<file path="src/rtl/dbsm_pkg.sv">
// dbsm_pkg: shared types, constants and helper functions for the base substitution mutator
// used by dbsm_ctrl, dbsm_datapath and the top level; depends on nothing
package dbsm_pkg;

  // generator constants
  localparam logic [63:0] GOLDEN_STEP  = 64'h9E3779B97F4A7C15;
  localparam logic [63:0] MIX_MUL_ONE  = 64'hBF58476D1CE4E5B9;
  localparam logic [63:0] MIX_MUL_TWO  = 64'h94D049BB133111EB;
  localparam logic [63:0] SEED_BASIS   = 64'hA0761D6478BD642F;
  localparam logic [63:0] NOSEED_BASIS = 64'hE7037ED1A0B428DB;

  // field and register widths
  localparam int BYTE_W    = 8;
  localparam int THRESH_W  = 54;
  localparam int SEED_W    = 32;
  localparam int TOTAL_W   = 32;
  localparam int CFG_IDX_W = 2;

  // ascii codes of the bases
  localparam logic [BYTE_W-1:0] CHAR_A = 8'h41;
  localparam logic [BYTE_W-1:0] CHAR_C = 8'h43;
  localparam logic [BYTE_W-1:0] CHAR_G = 8'h47;
  localparam logic [BYTE_W-1:0] CHAR_T = 8'h54;

  // configuration register indexes
  typedef enum logic [CFG_IDX_W-1:0] {
    REG_THRESH  = 2'd0,
    REG_SEED    = 2'd1,
    REG_SEED_EN = 2'd2
  } cfg_idx_t;

  // partial product selection of the shared 32x32 multiplier
  typedef enum logic [1:0] {
    MUL_LL = 2'd0,
    MUL_LH = 2'd1,
    MUL_HL = 2'd2
  } mul_step_t;

  // controller states
  typedef enum logic [3:0] {
    S_IDLE,
    S_ADV,
    S_M1_LL,
    S_M1_LH,
    S_M1_HL,
    S_MIX,
    S_M2_LL,
    S_M2_LH,
    S_M2_HL,
    S_FIN,
    S_DONE
  } state_t;

  // controller to datapath commands
  typedef struct packed {
    logic      capture;
    logic      adv;
    logic      mul_en;
    mul_step_t mul_step;
    logic      mul_k2;
    logic      mix;
    logic      apply_sub;
    logic      load_out;
  } dp_cmd_t;

  // datapath to controller status
  typedef struct packed {
    logic in_is_base;
    logic below_thresh;
    logic cand_differs;
    logic out_free;
  } dp_stat_t;

  // true for A, C, G or T
  function automatic logic is_base_char(input logic [BYTE_W-1:0] b);
    return (b == CHAR_A) || (b == CHAR_C) || (b == CHAR_G) || (b == CHAR_T);
  endfunction

  // base picked by two random bits
  function automatic logic [BYTE_W-1:0] base_of(input logic [1:0] sel);
    logic [BYTE_W-1:0] r;
    case (sel)
      2'd0:    r = CHAR_A;
      2'd1:    r = CHAR_C;
      2'd2:    r = CHAR_G;
      default: r = CHAR_T;
    endcase
    return r;
  endfunction

endpackage

</file>
<file path="src/rtl/dbsm_ctrl.sv">
// dbsm_ctrl: sequencer for one item, steps the draw through the shared multiplier
// depends on dbsm_pkg
module dbsm_ctrl
  import dbsm_pkg::*;
(
  input  logic     clk,
  input  logic     rst_n,
  input  logic     in_valid,
  output logic     in_stall,
  output logic     cfg_ready,
  input  dp_stat_t stat,
  output dp_cmd_t  cmd
);

  state_t state_r, state_nxt;
  // 0 while testing the threshold draw, 1 while drawing replacement candidates
  logic   phase_r, phase_nxt;

  // state register
  always_ff @(posedge clk) begin
    if (!rst_n) begin
      state_r <= S_IDLE;
      phase_r <= 1'b0;
    end else begin
      state_r <= state_nxt;
      phase_r <= phase_nxt;
    end
  end

  // next state
  always_comb begin
    state_nxt = state_r;
    phase_nxt = phase_r;
    unique case (state_r)
      S_IDLE: begin
        if (in_valid) begin
          phase_nxt = 1'b0;
          state_nxt = stat.in_is_base ? S_ADV : S_DONE;
        end
      end
      S_ADV:   state_nxt = S_M1_LL;
      S_M1_LL: state_nxt = S_M1_LH;
      S_M1_LH: state_nxt = S_M1_HL;
      S_M1_HL: state_nxt = S_MIX;
      S_MIX:   state_nxt = S_M2_LL;
      S_M2_LL: state_nxt = S_M2_LH;
      S_M2_LH: state_nxt = S_M2_HL;
      S_M2_HL: state_nxt = S_FIN;
      S_FIN: begin
        if (!phase_r) begin
          if (stat.below_thresh) begin
            phase_nxt = 1'b1;
            state_nxt = S_ADV;
          end else begin
            state_nxt = S_DONE;
          end
        end else begin
          state_nxt = stat.cand_differs ? S_DONE : S_ADV;
        end
      end
      S_DONE: begin
        if (stat.out_free) state_nxt = S_IDLE;
      end
      default: state_nxt = S_IDLE;
    endcase
  end

  // outputs
  always_comb begin
    cmd       = '0;
    in_stall  = 1'b1;
    cfg_ready = 1'b0;
    unique case (state_r)
      S_IDLE: begin
        in_stall    = 1'b0;
        cfg_ready   = 1'b1;
        cmd.capture = in_valid;
      end
      S_ADV: cmd.adv = 1'b1;
      S_M1_LL: begin
        cmd.mul_en   = 1'b1;
        cmd.mul_step = MUL_LL;
      end
      S_M1_LH: begin
        cmd.mul_en   = 1'b1;
        cmd.mul_step = MUL_LH;
      end
      S_M1_HL: begin
        cmd.mul_en   = 1'b1;
        cmd.mul_step = MUL_HL;
      end
      S_MIX: cmd.mix = 1'b1;
      S_M2_LL: begin
        cmd.mul_en   = 1'b1;
        cmd.mul_step = MUL_LL;
        cmd.mul_k2   = 1'b1;
      end
      S_M2_LH: begin
        cmd.mul_en   = 1'b1;
        cmd.mul_step = MUL_LH;
        cmd.mul_k2   = 1'b1;
      end
      S_M2_HL: begin
        cmd.mul_en   = 1'b1;
        cmd.mul_step = MUL_HL;
        cmd.mul_k2   = 1'b1;
      end
      S_FIN:  cmd.apply_sub = phase_r && stat.cand_differs;
      S_DONE: cmd.load_out  = stat.out_free;
      default: ;
    endcase
  end

endmodule

</file>
<file path="src/rtl/dbsm_datapath.sv">
// dbsm_datapath: generator state, shared 32x32 multiplier, counters, config and output registers
// depends on dbsm_pkg
module dbsm_datapath
  import dbsm_pkg::*;
#(
  parameter int COUNT_WIDTH = 32
) (
  input  logic                 clk,
  input  logic                 rst_n,
  input  logic [BYTE_W-1:0]    in_byte,
  input  logic                 cfg_we,
  input  logic [CFG_IDX_W-1:0] cfg_index,
  input  logic [THRESH_W-1:0]  cfg_wdata,
  input  dp_cmd_t              cmd,
  output dp_stat_t             stat,
  input  logic                 out_stall,
  output logic                 out_valid,
  output logic [BYTE_W-1:0]    out_byte,
  output logic                 is_base,
  output logic                 was_mutated,
  output logic [TOTAL_W-1:0]   base_total,
  output logic [TOTAL_W-1:0]   mutation_total
);

  // configuration registers
  logic [THRESH_W-1:0] thresh_r, thresh_nxt;
  logic [SEED_W-1:0]   seed_r, seed_nxt;
  logic                seed_en_r, seed_en_nxt;
  logic                cfg_hit;

  // generator and multiply registers
  logic [63:0] rng_r;
  logic [63:0] op_r;
  logic [63:0] acc_r;

  // item registers
  logic [BYTE_W-1:0]      byte_r;
  logic                   is_base_r;
  logic                   mutated_r;
  logic [COUNT_WIDTH-1:0] base_cnt_r;
  logic [COUNT_WIDTH-1:0] mut_cnt_r;

  // output registers
  logic                out_valid_r;
  logic [BYTE_W-1:0]   out_byte_r;
  logic                out_is_base_r;
  logic                out_mutated_r;
  logic [TOTAL_W-1:0]  out_base_total_r;
  logic [TOTAL_W-1:0]  out_mut_total_r;

  // config decode, the new values feed the seed reload
  always_comb begin
    thresh_nxt  = thresh_r;
    seed_nxt    = seed_r;
    seed_en_nxt = seed_en_r;
    cfg_hit     = 1'b0;
    unique case (cfg_idx_t'(cfg_index))
      REG_THRESH: begin
        thresh_nxt = cfg_wdata;
        cfg_hit    = 1'b1;
      end
      REG_SEED: begin
        seed_nxt = cfg_wdata[SEED_W-1:0];
        cfg_hit  = 1'b1;
      end
      REG_SEED_EN: begin
        seed_en_nxt = cfg_wdata[0];
        cfg_hit     = 1'b1;
      end
      default: cfg_hit = 1'b0;
    endcase
  end

  // generator advance; the first xor-shift is applied when op_r loads
  logic [63:0] rng_sum;
  assign rng_sum = rng_r + GOLDEN_STEP;

  // shared multiplier operands
  logic [63:0] mul_k;
  logic [31:0] mul_a, mul_b;
  logic [63:0] mul_prod;
  assign mul_k = cmd.mul_k2 ? MIX_MUL_TWO : MIX_MUL_ONE;
  always_comb begin
    case (cmd.mul_step)
      MUL_LL: begin
        mul_a = op_r[31:0];
        mul_b = mul_k[31:0];
      end
      MUL_LH: begin
        mul_a = op_r[31:0];
        mul_b = mul_k[63:32];
      end
      MUL_HL: begin
        mul_a = op_r[63:32];
        mul_b = mul_k[31:0];
      end
      default: begin
        mul_a = op_r[31:0];
        mul_b = mul_k[31:0];
      end
    endcase
  end
  assign mul_prod = mul_a * mul_b;

  // finished draw and decisions
  logic [63:0]       draw;
  logic [BYTE_W-1:0] cand;
  assign draw = acc_r ^ (acc_r >> 31);
  assign cand = base_of(draw[1:0]);

  // config, generator and multiply datapath
  always_ff @(posedge clk) begin
    if (!rst_n) begin
      thresh_r  <= '0;
      seed_r    <= '0;
      seed_en_r <= 1'b1;
      rng_r     <= SEED_BASIS;
    end else if (cfg_we && cfg_hit) begin
      thresh_r  <= thresh_nxt;
      seed_r    <= seed_nxt;
      seed_en_r <= seed_en_nxt;
      rng_r     <= seed_en_nxt ? (SEED_BASIS ^ {32'h0, seed_nxt}) : NOSEED_BASIS;
    end else if (cmd.adv) begin
      rng_r <= rng_sum;
    end
  end

  always_ff @(posedge clk) begin
    if (cmd.adv) begin
      op_r <= rng_sum ^ (rng_sum >> 30);
    end else if (cmd.mix) begin
      op_r <= acc_r ^ (acc_r >> 27);
    end
    // low 64 bits of the product from three partial products
    if (cmd.mul_en) begin
      if (cmd.mul_step == MUL_LL) begin
        acc_r <= mul_prod;
      end else begin
        acc_r[63:32] <= acc_r[63:32] + mul_prod[31:0];
      end
    end
  end

  // saturating increments
  logic [COUNT_WIDTH-1:0] base_cnt_inc, mut_cnt_inc;
  assign base_cnt_inc = (base_cnt_r == {COUNT_WIDTH{1'b1}}) ? base_cnt_r
                      : base_cnt_r + {{(COUNT_WIDTH-1){1'b0}}, 1'b1};
  assign mut_cnt_inc  = (mut_cnt_r == {COUNT_WIDTH{1'b1}}) ? mut_cnt_r
                      : mut_cnt_r + {{(COUNT_WIDTH-1){1'b0}}, 1'b1};

  // item capture and substitution
  always_ff @(posedge clk) begin
    if (cmd.capture) begin
      byte_r    <= in_byte;
      is_base_r <= is_base_char(in_byte);
      mutated_r <= 1'b0;
    end else if (cmd.apply_sub) begin
      byte_r    <= cand;
      mutated_r <= 1'b1;
    end
  end

  // counters
  always_ff @(posedge clk) begin
    if (!rst_n) begin
      base_cnt_r <= '0;
      mut_cnt_r  <= '0;
    end else begin
      if (cmd.capture && is_base_char(in_byte)) base_cnt_r <= base_cnt_inc;
      if (cmd.apply_sub) mut_cnt_r <= mut_cnt_inc;
    end
  end

  // low bits of the counters, zero-extended when narrower, as reported totals
  logic [TOTAL_W-1:0] base_low, mut_low;
  generate
    if (COUNT_WIDTH >= TOTAL_W) begin : g_wide
      assign base_low = base_cnt_r[TOTAL_W-1:0];
      assign mut_low  = mut_cnt_r[TOTAL_W-1:0];
    end else begin : g_narrow
      assign base_low = {{(TOTAL_W-COUNT_WIDTH){1'b0}}, base_cnt_r};
      assign mut_low  = {{(TOTAL_W-COUNT_WIDTH){1'b0}}, mut_cnt_r};
    end
  endgenerate

  // output register
  logic out_free;
  assign out_free = !out_valid_r || !out_stall;

  always_ff @(posedge clk) begin
    if (!rst_n) begin
      out_valid_r <= 1'b0;
    end else if (cmd.load_out) begin
      out_valid_r <= 1'b1;
    end else if (!out_stall) begin
      out_valid_r <= 1'b0;
    end
  end

  always_ff @(posedge clk) begin
    if (cmd.load_out) begin
      out_byte_r       <= byte_r;
      out_is_base_r    <= is_base_r;
      out_mutated_r    <= mutated_r;
      out_base_total_r <= base_low;
      out_mut_total_r  <= mut_low;
    end
  end

  // status to the controller
  always_comb begin
    stat.in_is_base   = is_base_char(in_byte);
    stat.below_thresh = {1'b0, draw[63:11]} < thresh_r;
    stat.cand_differs = cand != byte_r;
    stat.out_free     = out_free;
  end

  assign out_valid      = out_valid_r;
  assign out_byte       = out_byte_r;
  assign is_base        = out_is_base_r;
  assign was_mutated    = out_mutated_r;
  assign base_total     = out_base_total_r;
  assign mutation_total = out_mut_total_r;

endmodule

</file>
<file path="src/rtl/dna_base_substitution_mutator.sv">
// random base substitution with a splitmix64 generator; one item at a time, one beat out each
// a non-base byte goes straight to the output register; a base takes a threshold draw and, if
// below the threshold, draws candidates until one differs from the byte (one 32x32 multiplier,
// three partial products per 64-bit multiply, two multiplies per draw); no new item until loaded
// reset (rst_n, synchronous, active low): threshold 0, seed 0, seeding on, counters 0
// a config write reloads the generator start value; counters are kept
module dna_base_substitution_mutator
  import dbsm_pkg::*;
#(
  parameter int COUNT_WIDTH = 32
) (
  input  logic                 clk,
  input  logic                 rst_n,
  input  logic                 in_valid,
  output logic                 in_stall,
  input  logic [BYTE_W-1:0]    in_byte,
  output logic                 out_valid,
  input  logic                 out_stall,
  output logic [BYTE_W-1:0]    out_byte,
  output logic                 out_is_base,
  output logic                 out_was_mutated,
  output logic [TOTAL_W-1:0]   out_base_total,
  output logic [TOTAL_W-1:0]   out_mutation_total,
  input  logic                 cfg_valid,
  output logic                 cfg_ready,
  input  logic [CFG_IDX_W-1:0] cfg_index,
  input  logic [THRESH_W-1:0]  cfg_wdata
);

  dp_cmd_t  cmd;
  dp_stat_t stat;

  // sequencer
  dbsm_ctrl u_ctrl (
    .clk       (clk),
    .rst_n     (rst_n),
    .in_valid  (in_valid),
    .in_stall  (in_stall),
    .cfg_ready (cfg_ready),
    .stat      (stat),
    .cmd       (cmd)
  );

  // datapath
  dbsm_datapath #(
    .COUNT_WIDTH (COUNT_WIDTH)
  ) u_dp (
    .clk            (clk),
    .rst_n          (rst_n),
    .in_byte        (in_byte),
    .cfg_we         (cfg_valid && cfg_ready),
    .cfg_index      (cfg_index),
    .cfg_wdata      (cfg_wdata),
    .cmd            (cmd),
    .stat           (stat),
    .out_stall      (out_stall),
    .out_valid      (out_valid),
    .out_byte       (out_byte),
    .is_base        (out_is_base),
    .was_mutated    (out_was_mutated),
    .base_total     (out_base_total),
    .mutation_total (out_mutation_total)
  );

endmodule

</file>
<file path="config.mk">
export PLATFORM = sky130hd
export DESIGN_NAME = dna_base_substitution_mutator
export DESIGN_NICKNAME = d
export VERILOG_FILES = /design/src/rtl/dbsm_pkg.sv /design/src/rtl/dbsm_ctrl.sv /design/src/rtl/dbsm_datapath.sv /design/src/rtl/dna_base_substitution_mutator.sv
export SDC_FILE = /design/constraint.sdc
export NUM_CORES = 2
export LEC_CHECK = 0
export BUFFER_PORTS_ARGS = -buffer_cell sky130_fd_sc_hd__buf_2
export CELL_PAD_IN_SITES_DETAIL_PLACEMENT = 0
export CELL_PAD_IN_SITES_GLOBAL_PLACEMENT = 1
export CORE_MARGIN = 2
export CORE_UTILIZATION = 51
export DETAILED_ROUTE_END_ITERATION = 7
export PLACE_DENSITY_LB_ADDON = 0.2
export SLEW_MARGIN = 20
export SYNTH_ARGS = -nofsm -noshare
export SYNTH_HDL_FRONTEND = slang
export SYNTH_SLANG_ARGS = --single-unit
</file>
<file path="constraint.sdc">
create_clock -name clk -period 13.9 [get_ports clk]
set_clock_uncertainty 0.1 [all_clocks]
set_input_delay 0.695 -clock clk [delete_from_list [all_inputs] [get_ports clk]]
set_output_delay 0.695 -clock clk [all_outputs]
set_load 0.02 [all_outputs]
</file>
==> flow_metrics.tcl <==
set metrics [dict create \
    coreArea_um2 101000 \
    hold_path.class "input port to register" \
    initial_core_util_pct 51.3 \
    drt_iter0_drc 3341 \
    ctsHoldBuffers 0 \
    ys_seq_area_share_pct 20.7 \
    rsz0062_at_grt "no" \
    grt_pass1_vias 39600 \
    numClockSinks 433 \
    multi_input_area_um2 36700 \
    status "completed" \
    synth_top_area_share_pct 31.6 \
    cp.arrival_ns 12.24 \
    path_class "register to register" \
    layout-drive-gt1-share_pct 6.54 \
    clk_pin_slew_ns 0.06 \
    hp-start "cfg_wdata[38]" \
    drc 0 \
    syn_inst 5464 \
    io-pin-count 146 \
    first_pass_iters 6 \
    drt-total-wl_um 166000 \
    synth_edf_count 211 \
    fp.dieH_um 323 \
    finalCriticalPeriod_ns 11.99 \
    root_buffer "clkbuf_16" \
    end_kind "register" \
    wire_per_inst_um 24.0 \
    syn_to_final_growth_pct 7.32 \
    globalplace.congestion 0.998 \
    ys_types 92 \
    crit_fanout 25 \
    worstSetupStartpointType "register" \
    grt_use_total_pct 32.8 \
    grt_remaining_overflow 0 \
    tns_ns 0 \
    final-seq-area_um2 10800 \
    dr_total_vias 38400 \
    rows 117 \
    avgSynthCellArea_um2 9.52 \
    grt_antenna_before_repair 2 \
    n_antenna_cell 0 \
    synth_area_um2 52000 \
    grt_pass1_wl_um 252000 \
    synth.area.top_cells "fa_1 (32%), edfxtp_1 (12%), ha_1 (10%), dfxtp_1 (8.5%), inv_1 (7.6%)" \
    cp_slowest_cell "nand3_2" \
    critical_path_required_ns 14.14 \
    ctsResizeCount 0 \
    synth_top_cell_by_area "fa_1" \
    vias_per_cell 5.54 \
    clockBufferDepth 3 \
    fin_crit_sh_pct 86.3 \
    cp_common_cell "inv_1" \
    drv_cap 0 \
    cts_inserted_buffers 50 \
    cts_setup_buffers 0 \
    crit_start "u_ctrl.state_r[1]" \
    drv_slew 0 \
    fmax_ghz 0.0834 \
    regToRegSetupSlack_ns 1.91 \
    timing.rr.start "u_ctrl.state_r[1]" \
    cts_max_level 2 \
    syn_nets 6780 \
    final_antenna_net_count 0 \
    synth-warning-count 0 \
    ys.flop_type "dfxtp_1" \
    finalHoldViolCount 0 \
    nFillCells 9227 \
    ys_seq_elements 433 \
    grt_max_degree 105 \
    hpwl_um 136000 \
    clk_latency_ns 0.63 \
    io_buffers 145 \
    tightest_slew_ns 1.09 \
    cts_tree "yes" \
    final_nets 6836 \
    die-area_um2 105000 \
    final-setup-viol-count 0 \
    cp_slowest_stage_delay_ns 0.68 \
    slew_headroom_pct 25.5 \
    die_w_um 323 \
    async_reset_ff_share_pct 0 \
]
[state kept, by name, indices dropped and copies added (netlist names)]
signal               flops
u_dp.was_mutated         1
u_dp.is_base             1
u_dp.acc_r              64
u_dp.mut_cnt_r          32
u_dp.seed_r             32
u_ctrl.state_r           4
u_dp.rng_r              64
u_dp.byte_r              8
u_ctrl.phase_r           1
u_dp.mutated_r           1
u_dp.mutation_total     32
u_dp.out_byte            8
u_dp.is_base_r           1
u_dp.thresh_r           54
u_dp.op_r               64
u_dp.seed_en_r           1
u_dp.base_cnt_r         32
u_dp.out_valid           1
u_dp.base_total         32
[cell families after synthesis]
| family | share of synthesized area [%] |
|---|---|
| DFF | 20.7 |
| muxes | 0.916 |
| xor gates and xnor gates | 5.70 |
| buffers and inverters | 9.01 |
| and+or+nand+nor | 13.1 |
| AOI/OAI and AO/OA | 8.67 |
| adders and majority gates | 41.9 |
[cell usage after synthesis, drive strengths merged, types with 28 or more instances]
cell    instances
a21boi        102
a21o           50
a21oi         198
and2          152
and3           28
clkbuf        172
dfxtp         222
edfxtp        211
fa            821
ha            426
inv          1052
mux2i          33
nand2         507
nand2b         76
nand3          87
nand4          53
nor2          349
nor2b          62
nor3           31
o21ai         195
or2            29
xnor2         192
xor2          145
[final cells by class]
class | instances | area share (%)
Tap cell | 1368 | 3.07
Clock inverter | 32 | 0.565
Sequential cell | 433 | 19.3
Timing Repair Buffer | 194 | 1.96
Inverter | 1054 | 7.09
Multi-Input combinational cell | 3787 | 65.7
Clock buffer | 62 | 2.36
[path summary, 6_finish.rpt]
| path | to | cells past startpoint |
|---|---|---|
| setup / recovery | u_dp.acc_r[63] | 37 |
| hold / removal | u_dp.thresh_r[38] | 3 |
| setup reg to reg | u_dp.acc_r[63] | 37 |
| hold reg to reg | u_dp.is_base | 0 |
[through the flow]
step	util [%]	hold WS (ns)	instances	setup slack (ns)	cell area [um^2]
after global placement	53.4	0.308	6836	2.00	54200
after detailed placement	53.4	0.317	6836	2.13	54200
final	55.0	0.217	6930	1.91	55800
after floorplan	-	0.300	5464	3.95	52000
after global routing	55.0	0.214	6930	1.30	55800
after CTS	55.0	0.191	6930	2.05	55800
[layer usage]
metal	share of wire, %	global-route usage, %	wire, um
met2	46	52.6	77100
met3	8.9	6.91	14900
met1	41	44.1	68000
met4	3.9	11.3	6490
met5	0.013	0	21
[worst max-delay path, delay by kind of cell (launching register included)]
family,cells,cell delay [ns]
adders and majority gates,11,4.95
AOI/OAI and AO/OA,9,2.58
and+or+nand+nor,7,1.90
buffers and inverters,8,1.15
DFF,1,0.54
xor gates and xnor gates,2,0.48
[placed cells by master, fill, tap and decap left out, types with 9 or more instances in the layout]
cell type | netlist | final
xnor2_1 | 191 | 191
mux2_2 | 13 | 13
o21ai_1 | 9 | 9
nand2b_1 | 76 | 76
o21bai_1 | 17 | 17
clkbuf_1 | 172 | 11
xor2_1 | 144 | 144
buf_2 | 7 | 144
ha_1 | 426 | 425
clkinv_1 | 2 | 10
a21o_1 | 50 | 50
or3_1 | 26 | 25
mux2i_1 | 33 | 25
a211oi_1 | 12 | 12
fa_1 | 821 | 821
dfxtp_1 | 222 | 222
nand3_1 | 87 | 86
and2_1 | 150 | 150
o21ai_0 | 185 | 185
nor4_1 | 11 | 11
nor2b_1 | 61 | 61
edfxtp_1 | 211 | 211
nand2_1 | 506 | 505
nor3_1 | 29 | 28
nand4_1 | 53 | 53
a31oi_1 | 21 | 21
clkbuf_16 | 0 | 51
or2_2 | 28 | 27
o211ai_1 | 21 | 21
nor2_1 | 349 | 348
inv_1 | 1049 | 1048
a21oi_1 | 197 | 195
and3_1 | 27 | 27
o21a_1 | 19 | 19
buf_4 | 0 | 50
a21boi_0 | 99 | 99
Power is not shown: default switching activity piles up to over one toggle a cycle in this logic, so the estimate is an artifact.
